==> config.mk <==
export PLATFORM = sky130hd
export DESIGN_NAME = pm384_whiten
export DESIGN_NICKNAME = d
export VERILOG_FILES = /design/src/sv/pm384_pkg.sv /design/src/sv/pm384_whiten.sv
export SDC_FILE = /design/constraint.sdc
export NUM_CORES = 1
export LEC_CHECK = 0
export BUFFER_PORTS_ARGS = -buffer_cell sky130_fd_sc_hd__buf_2
export CORE_AREA = 2 2 401 403
export DETAILED_ROUTE_END_ITERATION = 8
export DIE_AREA = 0 0 403 405
export PLACE_DENSITY = 0.32
export SLEW_MARGIN = 20
export SYNTH_ARGS = -nofsm -noshare
export SYNTH_HDL_FRONTEND = slang
export SYNTH_SLANG_ARGS = --single-unit
==> constraint.sdc <==
create_clock -name clk -period 0.8 [get_ports clk]
set_input_delay 0 -clock clk [delete_from_list [all_inputs] [get_ports clk]]
set_output_delay 0 -clock clk [all_outputs]
set_load 0.005 [all_outputs]
==> src/sv/pm384_pkg.sv <==
// ----------------------------------------------------------------------------
// pm384_pkg: shared types and round logic
// request/result structs, state and key types, and the combinational
// column sp-box round used by every round stage
// ----------------------------------------------------------------------------
package pm384_pkg;

  localparam int ROUND_COUNT = 24;
  localparam int RIDX_W      = $clog2(ROUND_COUNT + 1);
  localparam int WORD_W      = 32;
  localparam int NUM_WORDS   = 12;
  localparam int KEY_WORDS   = 8;
  localparam int NUM_KEYREGS = 4;
  localparam int KEYREG_W    = 64;
  localparam int CFG_IDX_W   = $clog2(NUM_KEYREGS);
  // counted from the accepting edge (which loads the input register), through
  // the round registers and the output register, to the edge that takes the result
  localparam int LATENCY     = ROUND_COUNT + 2;

  localparam logic [WORD_W-1:0] ROUND_CONST = 32'h79379E00;

  typedef logic [NUM_WORDS-1:0][WORD_W-1:0] state_t;
  typedef logic [KEY_WORDS-1:0][WORD_W-1:0] key_t;

  typedef struct packed {
    logic [WORD_W-1:0] in_word_0;
    logic [WORD_W-1:0] in_word_1;
    logic [WORD_W-1:0] in_word_2;
    logic [WORD_W-1:0] in_word_3;
    logic [WORD_W-1:0] in_word_4;
    logic [WORD_W-1:0] in_word_5;
    logic [WORD_W-1:0] in_word_6;
    logic [WORD_W-1:0] in_word_7;
    logic [WORD_W-1:0] in_word_8;
    logic [WORD_W-1:0] in_word_9;
    logic [WORD_W-1:0] in_word_10;
    logic [WORD_W-1:0] in_word_11;
  } in_req_t;

  typedef struct packed {
    logic [WORD_W-1:0] out_word_0;
    logic [WORD_W-1:0] out_word_1;
    logic [WORD_W-1:0] out_word_2;
    logic [WORD_W-1:0] out_word_3;
    logic [WORD_W-1:0] out_word_4;
    logic [WORD_W-1:0] out_word_5;
    logic [WORD_W-1:0] out_word_6;
    logic [WORD_W-1:0] out_word_7;
    logic [WORD_W-1:0] out_word_8;
    logic [WORD_W-1:0] out_word_9;
    logic [WORD_W-1:0] out_word_10;
    logic [WORD_W-1:0] out_word_11;
  } out_res_t;

  function automatic state_t req_to_state(in_req_t r);
    state_t s;
    s[0]  = r.in_word_0;
    s[1]  = r.in_word_1;
    s[2]  = r.in_word_2;
    s[3]  = r.in_word_3;
    s[4]  = r.in_word_4;
    s[5]  = r.in_word_5;
    s[6]  = r.in_word_6;
    s[7]  = r.in_word_7;
    s[8]  = r.in_word_8;
    s[9]  = r.in_word_9;
    s[10] = r.in_word_10;
    s[11] = r.in_word_11;
    return s;
  endfunction

  function automatic out_res_t state_to_res(state_t s);
    out_res_t r;
    r.out_word_0  = s[0];
    r.out_word_1  = s[1];
    r.out_word_2  = s[2];
    r.out_word_3  = s[3];
    r.out_word_4  = s[4];
    r.out_word_5  = s[5];
    r.out_word_6  = s[6];
    r.out_word_7  = s[7];
    r.out_word_8  = s[8];
    r.out_word_9  = s[9];
    r.out_word_10 = s[10];
    r.out_word_11 = s[11];
    return r;
  endfunction

  // one full round: four column sp-boxes, then a word swap chosen by rnd[1:0]
  function automatic state_t perm_round(state_t s, logic [RIDX_W-1:0] rnd);
    state_t            t;
    state_t            u;
    logic [WORD_W-1:0] x;
    logic [WORD_W-1:0] y;
    logic [WORD_W-1:0] z;
    t = s;
    for (int c = 0; c < 4; c++) begin
      x = {s[c][7:0], s[c][31:8]};          // rotl 24
      y = {s[c+4][22:0], s[c+4][31:23]};    // rotl 9
      z = s[c+8];
      t[c]   = z ^ y ^ ((x & y) << 3);
      t[c+4] = y ^ x ^ ((x | z) << 1);
      t[c+8] = x ^ (z << 1) ^ ((y & z) << 2);
    end
    u = t;
    case (rnd[1:0])
      2'd0: begin
        u[0] = t[1] ^ ROUND_CONST ^ WORD_W'(rnd);
        u[1] = t[0];
        u[2] = t[3];
        u[3] = t[2];
      end
      2'd2: begin
        u[0] = t[2];
        u[1] = t[3];
        u[2] = t[0];
        u[3] = t[1];
      end
      default: begin
        u = t;
      end
    endcase
    return u;
  endfunction

endpackage

==> src/sv/pm384_whiten.sv <==
// ----------------------------------------------------------------------------
// pm384_whiten: key whitening stage
// xors the key into words 0..7 and registers the block with its valid bit
// ----------------------------------------------------------------------------
module pm384_whiten
  import pm384_pkg::*;
(
  input  logic   clk,
  input  logic   rst_n,
  input  logic   vld_i,
  input  state_t state_i,
  input  key_t   key_i,
  output logic   vld_o,
  output state_t state_o
);

  logic   vld_r;
  state_t state_r;
  state_t state_nxt;

  always_comb begin
    state_nxt = state_i;
    for (int i = 0; i < KEY_WORDS; i++) begin
      state_nxt[i] = state_i[i] ^ key_i[i];
    end
  end

  always_ff @(posedge clk) begin
    if (!rst_n) begin
      vld_r <= 1'b0;
    end else begin
      vld_r <= vld_i;
    end
  end

  always_ff @(posedge clk) begin
    state_r <= state_nxt;
  end

  assign vld_o   = vld_r;
  assign state_o = state_r;

endmodule

# Yosys cells after proc, flatten, opt, wreduce, memory -nomap -nowiden
# Cells that the tools add are included.
# word_totals
regBits,385
latchBits,0
ramBits,0
rom_bits,0
inputBits,643
wordCells,21
memories,0
# op_classes
add_sub_neg,0
mul,0
div_mod_pow,0
order_cmp,0
n_eq_ne,0
n_shift,0
n_mux,0
bitwise_logic,8
n_reduce_logical,0
# op_table
cell,count
bitwise XOR 32 bit,8

# Longest topological paths before layout
# logic_depth
ltp_word,1
mapped_depth,1
ltp_nobuf,1

# Least setup slack after synthesis
# OpenSTA, ideal clock, no wires.
# synth_path
path_kind,reg2out
startpoint,register state_r (netlist bit state_o[0])
endpoint,output port state_o[0] (netlist bit)
t_arrival_ns,0.298
required_ns,0.800
setup_slack_ns,0.502
stages_incl_launch_ff,1
path_buffers,0
path_cell_list,dfxtp_1
# synth_lines
item,line_no,rtl
from (decl),pm384_whiten.sv:18,state_t state_r;
from (signal assigned),pm384_whiten.sv:37,state_r <= state_nxt;
to (decl),pm384_whiten.sv:14,output state_t state_o
# No word-level cell between the ends.

# Final worst setup path
# layout_path
startpoint,register state_r (netlist bit state_o[99])
endpoint,output port state_o[99] (netlist bit)
# No word-level cell between the ends.

==> reports/results.tsv <==
metric	value	unit
grt_pass1_wl	114.2	mm
startpoint_type	flip-flop	
finalHoldViolations	0	
grt_usage	0.1055	
final_common_cell	buf_2	
yosysSeqAreaShare	0.7742	
mostFrequentLayoutCells	buf_2 (808), dlygate4sd3_1 (699), xor2_1 (254)	
hpwl	75.13	mm
fin_crit	1227	ps
worstSetupEndpointType	output port	
placed_cell_area	0.01830	mm^2
grt_pass1_vias	13201	
yosys.area.top_type_share	0.7742	
leakage	13.07	nW
drc	0	
ys_warn_count	0	
cts_tree	yes	
syn-cell-area	0.009956	mm^2
status	complete, but fails checks	
worst_slack	-426.6	ps
vias	12167	
wire_per_inst	19.70	um
peakVddDrop	0.001333	V
io_buffers	1027	
rows	147	
cpPeakStageDelay	460	ps
gp_congestion	0.8728	
cap_viol_max_count	0	
violations	negative setup slack	
cts_setup_buffers	0	
holdCritStartpoint	state_i[333]	
hold_depth	2	
antenna_found_initial	59	
final_area	0.02891	mm^2
ant_nets	0	
placed_cells	3834	
synth.net_count	1285	
cts_made_buffers	52	
yosysTopAreaCell	dfxtp_1	
whs	57.36	ps
first_pass_iters	4	
power_density	2030	mW/mm^2
cts.htree.levels	2	
die-area	0.1632	mm^2
tightest_slew	557.4	ps
critPathBufInv	1	
setup-tns-final	-104160	ps
syn_to_final_growth	190.4	%
period_share	1.533	
critPathArrivalTime	1230	ps
max-slew-margin-rel	0.6271	
drt-initial-drc-count	421	
worstSetupPathDepth	1	
cp.required	800	ps
grt_max_degree	14	
synthCells	642	
syn_avg_cell_area	15.51	um^2
die_y	405	um
fin_util	0.1815	
start_util	0.06250	
hold_end	state_o[333]$_DFF_P_	
crit_slowest_cell	dfxtp_4	
yosysUniqueCellTypes	3	
path_delay_family	flip-flops	
power	58.70	mW
n_fill_cell	17552	
worst-setup-path-type	flip-flop to output port	
hp-class	input port to flip-flop	
setup_viol	445	
drt-total-wl	91.52	mm
cts.clk_slew.worst_paths	60	ps
synthTopCellsByArea	dfxtp_1 (77%), xor2_1 (23%), and2_1 (0.063%)	
root_buffer	clkbuf_16	
cts_buffer_depth	3	
grt-ovfl-total	0	
core_area	0.1593	mm^2
final_max_slew_viol_count	0	
ioPinCount	1028	
drive_gt1_frac	0.5591	
place_ws	-190.5	ps
stdcell_count	4645	
critPathLaunch	state_o[99]$_DFF_P_	
critical_path_peak_fanout	1	
rsz0062_at_grt	yes	
fmax	815.3	MHz
clock_sinks	385	
dieWidth	403	um
ys_ff_latch	385	
path_cells	buf_6	
vias_per_cell	2.619	
fin_nets	3139	
-- registers in the layout (all words and copies together), names as in the netlist --
signal   count
state_o    384
vld_o        1
-- Yosys cell counts (all sizes together) --
master	count
dfxtp	385
xor2	256
and2	1
-- layout make-up --
type                            count  area, um^2  share of cell area
Timing Repair Buffer             1800       14050              0.4859
Sequential cell                   385        8084              0.2796
Tap cell                         2086        2610             0.09027
Multi-Input combinational cell    257        2263             0.07828
Clock buffer                       64        1469             0.05080
Clock inverter                     34       391.6             0.01354
Antenna cell                       19       47.55            0.001644
-- timing repair --
action | 4_1_cts | 5_1_grt
resized for setup | 424 | 134
hold endpoints to repair | 385 | 88
setup endpoints to repair | 385 | 489
hold buffers | 704 | 88
-- power by group --
part / internal, mW / switching, mW / total [mW] / leakage, nW
clock: 15.1 / 10.5 / 25.7 / 0.905
combinational: 6.68 / 4.12 / 10.8 / 8.90
sequential: 21.1 / 1.15 / 22.3 / 3.26
-- cell families after synthesis --
kind of cell / synth area share
XOR/XNOR: 0.2252
flip-flops: 0.7742
AND/OR/NAND/NOR: 0.0006288
-- how the worst max path moves through the flow --
stage              endpoint  slack [ps]
2_1_floorplan    state_o[0]         500
3_3_place_gp   state_o[218]        -210
3_5_place_dp   state_o[218]        -190
4_1_cts        state_o[218]        -530
5_1_grt        state_o[117]        -520
6_report        state_o[99]        -430
-- layer usage --
metal	track usage	up-vias	part of all wire
met1	0.1224	5587	0.40
met5	0.004163	-	0.0038
met4	0.03949	44	0.037
met3	0.03596	166	0.082
met2	0.1782	641	0.48
li1	-	5729	-
(Power assumes the default switching activity.)
