## src/sv/pm384_pkg.sv

```systemverilog
// ----------------------------------------------------------------------------
// pm384_pkg: shared types and round logic
// request/result structs, state and key types, and the combinational
// column sp-box round used by every round stage
// ----------------------------------------------------------------------------
package pm384_pkg;

  localparam int ROUND_COUNT = 24;
  localparam int RIDX_W      = $clog2(ROUND_COUNT + 1);
  localparam int WORD_W      = 32;
  localparam int NUM_WORDS   = 12;
  localparam int KEY_WORDS   = 8;
  localparam int NUM_KEYREGS = 4;
  localparam int KEYREG_W    = 64;
  localparam int CFG_IDX_W   = $clog2(NUM_KEYREGS);
  // counted from the accepting edge (which loads the input register), through
  // the round registers and the output register, to the edge that takes the result
  localparam int LATENCY     = ROUND_COUNT + 2;

  localparam logic [WORD_W-1:0] ROUND_CONST = 32'h79379E00;

  typedef logic [NUM_WORDS-1:0][WORD_W-1:0] state_t;
  typedef logic [KEY_WORDS-1:0][WORD_W-1:0] key_t;

  typedef struct packed {
    logic [WORD_W-1:0] in_word_0;
    logic [WORD_W-1:0] in_word_1;
    logic [WORD_W-1:0] in_word_2;
    logic [WORD_W-1:0] in_word_3;
    logic [WORD_W-1:0] in_word_4;
    logic [WORD_W-1:0] in_word_5;
    logic [WORD_W-1:0] in_word_6;
    logic [WORD_W-1:0] in_word_7;
    logic [WORD_W-1:0] in_word_8;
    logic [WORD_W-1:0] in_word_9;
    logic [WORD_W-1:0] in_word_10;
    logic [WORD_W-1:0] in_word_11;
  } in_req_t;

  typedef struct packed {
    logic [WORD_W-1:0] out_word_0;
    logic [WORD_W-1:0] out_word_1;
    logic [WORD_W-1:0] out_word_2;
    logic [WORD_W-1:0] out_word_3;
    logic [WORD_W-1:0] out_word_4;
    logic [WORD_W-1:0] out_word_5;
    logic [WORD_W-1:0] out_word_6;
    logic [WORD_W-1:0] out_word_7;
    logic [WORD_W-1:0] out_word_8;
    logic [WORD_W-1:0] out_word_9;
    logic [WORD_W-1:0] out_word_10;
    logic [WORD_W-1:0] out_word_11;
  } out_res_t;

  function automatic state_t req_to_state(in_req_t r);
    state_t s;
    s[0]  = r.in_word_0;
    s[1]  = r.in_word_1;
    s[2]  = r.in_word_2;
    s[3]  = r.in_word_3;
    s[4]  = r.in_word_4;
    s[5]  = r.in_word_5;
    s[6]  = r.in_word_6;
    s[7]  = r.in_word_7;
    s[8]  = r.in_word_8;
    s[9]  = r.in_word_9;
    s[10] = r.in_word_10;
    s[11] = r.in_word_11;
    return s;
  endfunction

  function automatic out_res_t state_to_res(state_t s);
    out_res_t r;
    r.out_word_0  = s[0];
    r.out_word_1  = s[1];
    r.out_word_2  = s[2];
    r.out_word_3  = s[3];
    r.out_word_4  = s[4];
    r.out_word_5  = s[5];
    r.out_word_6  = s[6];
    r.out_word_7  = s[7];
    r.out_word_8  = s[8];
    r.out_word_9  = s[9];
    r.out_word_10 = s[10];
    r.out_word_11 = s[11];
    return r;
  endfunction

  // one full round: four column sp-boxes, then a word swap chosen by rnd[1:0]
  function automatic state_t perm_round(state_t s, logic [RIDX_W-1:0] rnd);
    state_t            t;
    state_t            u;
    logic [WORD_W-1:0] x;
    logic [WORD_W-1:0] y;
    logic [WORD_W-1:0] z;
    t = s;
    for (int c = 0; c < 4; c++) begin
      x = {s[c][7:0], s[c][31:8]};          // rotl 24
      y = {s[c+4][22:0], s[c+4][31:23]};    // rotl 9
      z = s[c+8];
      t[c]   = z ^ y ^ ((x & y) << 3);
      t[c+4] = y ^ x ^ ((x | z) << 1);
      t[c+8] = x ^ (z << 1) ^ ((y & z) << 2);
    end
    u = t;
    case (rnd[1:0])
      2'd0: begin
        u[0] = t[1] ^ ROUND_CONST ^ WORD_W'(rnd);
        u[1] = t[0];
        u[2] = t[3];
        u[3] = t[2];
      end
      2'd2: begin
        u[0] = t[2];
        u[1] = t[3];
        u[2] = t[0];
        u[3] = t[1];
      end
      default: begin
        u = t;
      end
    endcase
    return u;
  endfunction

endpackage

```

## src/sv/pm384_round.sv

```systemverilog
// ----------------------------------------------------------------------------
// pm384_round: one permutation round stage
// applies one round selected by the stage's round number, then registers it
// ----------------------------------------------------------------------------
module pm384_round
  import pm384_pkg::*;
(
  input  logic              clk,
  input  logic              rst_n,
  input  logic [RIDX_W-1:0] round_idx,
  input  logic              vld_i,
  input  state_t            state_i,
  output logic              vld_o,
  output state_t            state_o
);

  logic   vld_r;
  state_t state_r;
  state_t state_nxt;

  assign state_nxt = perm_round(state_i, round_idx);

  always_ff @(posedge clk) begin
    if (!rst_n) begin
      vld_r <= 1'b0;
    end else begin
      vld_r <= vld_i;
    end
  end

  always_ff @(posedge clk) begin
    state_r <= state_nxt;
  end

  assign vld_o   = vld_r;
  assign state_o = state_r;

endmodule

```

## config.mk

```make
export PLATFORM = sky130hd
export DESIGN_NAME = pm384_round
export DESIGN_NICKNAME = d
export VERILOG_FILES = /design/src/sv/pm384_pkg.sv /design/src/sv/pm384_round.sv
export SDC_FILE = /design/constraint.sdc
export NUM_CORES = 1
export LEC_CHECK = 0
export BUFFER_PORTS_ARGS = -buffer_cell sky130_fd_sc_hd__buf_2
export CORE_AREA = 2 2 307 309
export DETAILED_ROUTE_END_ITERATION = 10
export DIE_AREA = 0 0 309 311
export GPL_TIMING_DRIVEN = 0
export PLACE_DENSITY = 0.5
export SLEW_MARGIN = 10
export SYNTH_ARGS = -nofsm -noshare
export SYNTH_HDL_FRONTEND = slang
export SYNTH_SLANG_ARGS = --single-unit
```

## constraint.sdc

```tcl
create_clock -name clk -period 2 [get_ports clk]
set_clock_uncertainty 0.1 [all_clocks]
set_input_delay 0.1 -clock clk [delete_from_list [all_inputs] [get_ports clk]]
set_output_delay 0.1 -clock clk [all_outputs]
set_load 0.01 [all_outputs]
```

# Yosys cells after proc, flatten, opt, wreduce, memory -nomap -nowiden
# Index checks and enable logic that the tools add are counted.
[totals]
ff_bits = 385
memories = 0
out_inout_bits = 385
mem_bits_ro = 0
latch_bits = 0
ram_bits = 0
in_bits = 392
wordCells = 54
[classes]
n_addsub = 0
shift = 0
reduce_logical = 1
order_cmp = 0
n_bitwise = 38
muxes = 1
div = 0
mul = 0
n_eq_ne = 1
[op_table]
columns = ["op", "n"]
rows = [
  ["XOR 32 bit", 24],
  ["case mux 128 bit (2 select lines)", 1],
  ["bitwise OR 31 bit", 4],
  ["AND 30 bit", 4],
  ["AND 29 bit", 4],
  ["XOR 32 x 5 -> 32 bit", 1],
  ["inverter 15 bit", 1],
  ["== test 2 bit, second input constant", 1],
  ["zero test 2 bit", 1],
]

# Logic depth before layout (Yosys ltp)
[depth]
ltp_word = 5
ltp_mapped = 6

# Worst setup path before layout
# OpenSTA, ideal clock, no wires.
[synth_timing]
path_kind = "input to register"
from = "input port state_i[161] (netlist bit)"
to = "register state_r, in the netlist state_o[10]"
stages = 4
slack_ns = 0.885
t_required_ns = 1.826
arrival_ns = 0.941
setup_time_ns = 0.074
path_cell_list = "ha_1 -> xor2_1 -> or2_2 -> a31oi_1"
[synth_lines]
columns = ["item", "line", "source"]
rows = [
  ["start: declaration", "pm384_round.sv:12", "input state_t state_i,"],
  ["end signal: assignment", "pm384_round.sv:32", "state_r <= state_nxt;"],
  ["end: declaration", "pm384_round.sv:18", "state_t state_r;"],
]

==> flow_summary_export.csv <==
group,metric,value,unit
critical_path,worst-setup-path-type,"in -> reg",
finish,drive_above_1_share,0.287,
routing,wl_per_cell,20.7,um
clocking,cts_setup_buffers,0,
floorplan,initial_utilization,0.196,
yosys,ys_top_cells_by_area,"dfxtp_1 42%, xnor2_1 18%, ha_1 16%",
critical_path,required,2440,ps
sta,relSlewSlack,0.409,
clocking,cts_max_path_buffers,3,
clocking,clock_sinks,385,
min_path,worstHoldStart,"state_i[198]",
job,drv_cap,0,
global_route,grt_max_degree,14,
yosys,synth_top_area_cell,"dfxtp_1",
critical_path,crit_path_frequent_cell,"dlygate4sd3_1",
global_route,grt_pass1_vias,18700,
yosys,netlist_instances,1682,
yosys,ys_seq_area_frac,0.423,
critical_path,arrival,2420,ps
clocking,cts_root_buffer,"clkbuf_16",
placement,dp_hpwl,74400,um
routing,ant_nets,0,
power,sequentialPowerShare,0.332,
power,switching_share,0.306,
sta,timing.final.crit_period,1980,ps
power,p_int,0.0193,W
yosys,synth_nets,2310,
finish,multi_input_comb_area,0.0103,mm2
yosys,synthAdderAreaFrac,0.162,
sta,grt_setup_unrepaired,"false",
routing,via_count,17400,
yosys,synth_top_area_frac,0.423,
yosys,synth_enable_flop_cells,0,
floorplan,dieHeight,311,um
yosys,yosys.area_share.simple,0.0593,
placement,finalWeightedCongestion,0.833,
critical_path,crit_cells,7,
global_route,antenna_found_initial,2,
power,power_switching,0.00852,W
min_path,whs_endpoint,"state_o[82]$_DFF_P_",
routing,drt_wl_total,91900,um
power,combPwrFrac,0.306,
critical_path,cp_slowest_cell,"dlygate4sd3_1",
clocking,clk_pin_slew_worst_paths,60,ps
floorplan,fp.coreArea,0.0928,mm2
critical_path,path_buf_inv,3,
yosys,yosys_most_used_dff,"dfxtp_1",
critical_path,startpoint,"state_i[276]",
finish,syn_to_final_growth,75.0,%
critical_path,path_cells,"dlygate4sd3_1 > buf_2 > ha_1 > xor2_1 > dlygate4sd3_1 > nor2_1 > a31oi_1",
sta,clock.fmax,505,MHz
yosys,synth_common_cells,"385 x dfxtp_1, 372 x xnor2_1, 236 x ha_1",
power,cellPowerDensity,872,mW/mm2
global_route,grt_util_all_layers,0.185,
routing,firstDrtPassIters,6,
critical_path,path_delay_family,"buffers and inverters",
outcome,status,"finished, final reports clean",
yosys,ys_ff_latch,385,
routing,via_per_inst,3.92,
yosys,synthMuxAreaShare,0.0571,
routing,drcViolationCount,0,
yosys,postSynthAreaPerCell,10.8,um2
critical_path,cpPeakStageDelay,650,ps
routing,drtIter0Drc,652,
power,leakage,14.6,nW
sta,setup_tns,0,ps
placement,io_buffers,775,
sta,drv_slew,0,
sta,min_period_over_period,0.990,
finish,nets,3773,
yosys,async_reset_ff_frac,0,
finish,fin_util,0.344,
min_path,hold_path_depth,5,
power,p_clk_frac,0.362,
finish,final-seq-area,0.00771,mm2
floorplan,pin_count,777,
yosys,synth.most_common_cell,"dfxtp_1",
floorplan,rows,112,
yosys,synth.distinct_cells,27,
clocking,cts_tree,"yes",
sta,setup_viol,0,
yosys,synth_xor_area_frac,0.244,
yosys,synth_compound_area_frac,0.0403,
yosys,syn_area,0.0182,mm2
critical_path,cp-start-kind,"input pin",
global_route,grt_overflow,0,
floorplan,die_area,0.0961,mm2
yosys,ys_warn_count,0,
sta,hold_viol,0,
floorplan,chipWidth,309,um
clocking,cts_max_level,2,
clocking,cts_buffers,50,
yosys,synth_top_family_by_area,"XOR/XNOR gates",
critical_path,cp_max_fo,3,
min_path,worstHoldPathType,"in -> reg",
global_route,grt_pass1_wl,126000,um
sta,tightestPinTransition,887,ps
critical_path,cp-end-kind,"register",
finish,n_fill_cell,9479,
power,worst_ir_drop_vdd,0.727,mV
[how the worst max path moves through the flow]
stage / to / slack [ps]
global route: state_o[20]$_DFF_P_ / 3
detailed placement: state_o[21]$_DFF_P_ / -110
global placement: state_o[21]$_DFF_P_ / -110
CTS: state_o[78]$_DFF_P_ / 20
floorplan: state_o[10]$_DFF_P_ / 880
finish: state_o[20]$_DFF_P_ / 20
[per-stage QoR]
| stage | setup slack, ps | instance area (um2) | total power [W] | hold slack, ps | instances |
|---|---|---|---|---|---|
| 2_1_floorplan | 885 | 18200 | 0.0125 | 27.7 | 1682 |
| 3_3_place_gp | -109 | 23700 | 0.0162 | 142 | 3711 |
| 3_5_place_dp | -110 | 23700 | 0.0162 | 141 | 3711 |
| 4_1_cts | 20.1 | 31800 | 0.0283 | 0.364 | 4440 |
| 5_1_grt | 2.73 | 31900 | 0.0293 | 28.5 | 4440 |
| 6_report | 19.2 | 31900 | 0.0278 | 6.79 | 4443 |
[layout make-up]
type | instances | area share
antenna | 3 | 0.000235
buffer | 43 | 0.00765
clock buffer | 73 | 0.0461
clock inverter | 20 | 0.0109
inverter | 2 | 0.000235
multi-input combinational | 1252 | 0.323
sequential | 385 | 0.242
tap | 1254 | 0.0492
timing repair buffer | 1411 | 0.321
[tightest hold or removal path, stage by stage]
cell and delay [ps]:
buf_2 100, ha_1 150, xor2_1 180, nor2_1 120
a21oi_1 50
[power groups by stage]
stage	combinational (W)	sequential (W)	clock (W)
after global placement	0.00684	0.00937	0
after detailed placement	0.00683	0.00938	0
after global routing	0.00923	0.00933	0.0107
after floorplan	0.00250	0.0100	0
final	0.00852	0.00923	0.0101
after CTS	0.00865	0.00923	0.0104
[repair_timing]
| action | in CTS | in global routing |
|---|---|---|
| hold endpoints to repair | 374 | 0 |
| hold buffers | 636 | 0 |
| gates resized for setup | 0 | 5 |
| setup endpoints to repair | 0 | 5 |
[cells by family after synthesis]
group,after synthesis
compound gates,131
xor+xnor,505
fa+ha+maj,236
buf+inv,45
flops,385
mux,104
simple gates,276
[state kept, by name, summed over array words and instances (netlist names)]
signal,count
vld_o,1
state_o,384
[layout by cell type (no fill, tap or decap), types with 12 or more instances in the layout]
cell / n
dfxtp_1: 385
a21oi_1: 92
nor2_1: 231
mux2i_1: 104
dlygate4sd3_1: 636
clkbuf_16: 51
buf_2: 799
a31oi_1: 13
xnor2_1: 372
nand2_1: 27
ha_1: 236
xor2_1: 127
clkbuf_1: 21
or2_2: 14
o21ai_0: 12
[layer usage]
layer	vias to the layer above	track usage	part of all wire
met3	135	0.0683	0.093
met4	4	0.0790	0.043
met1	8109	0.174	0.34
met5	-	0	0.00034
met2	648	0.353	0.53
li1	8521	-	-
Power figures use the tool's default switching activity.
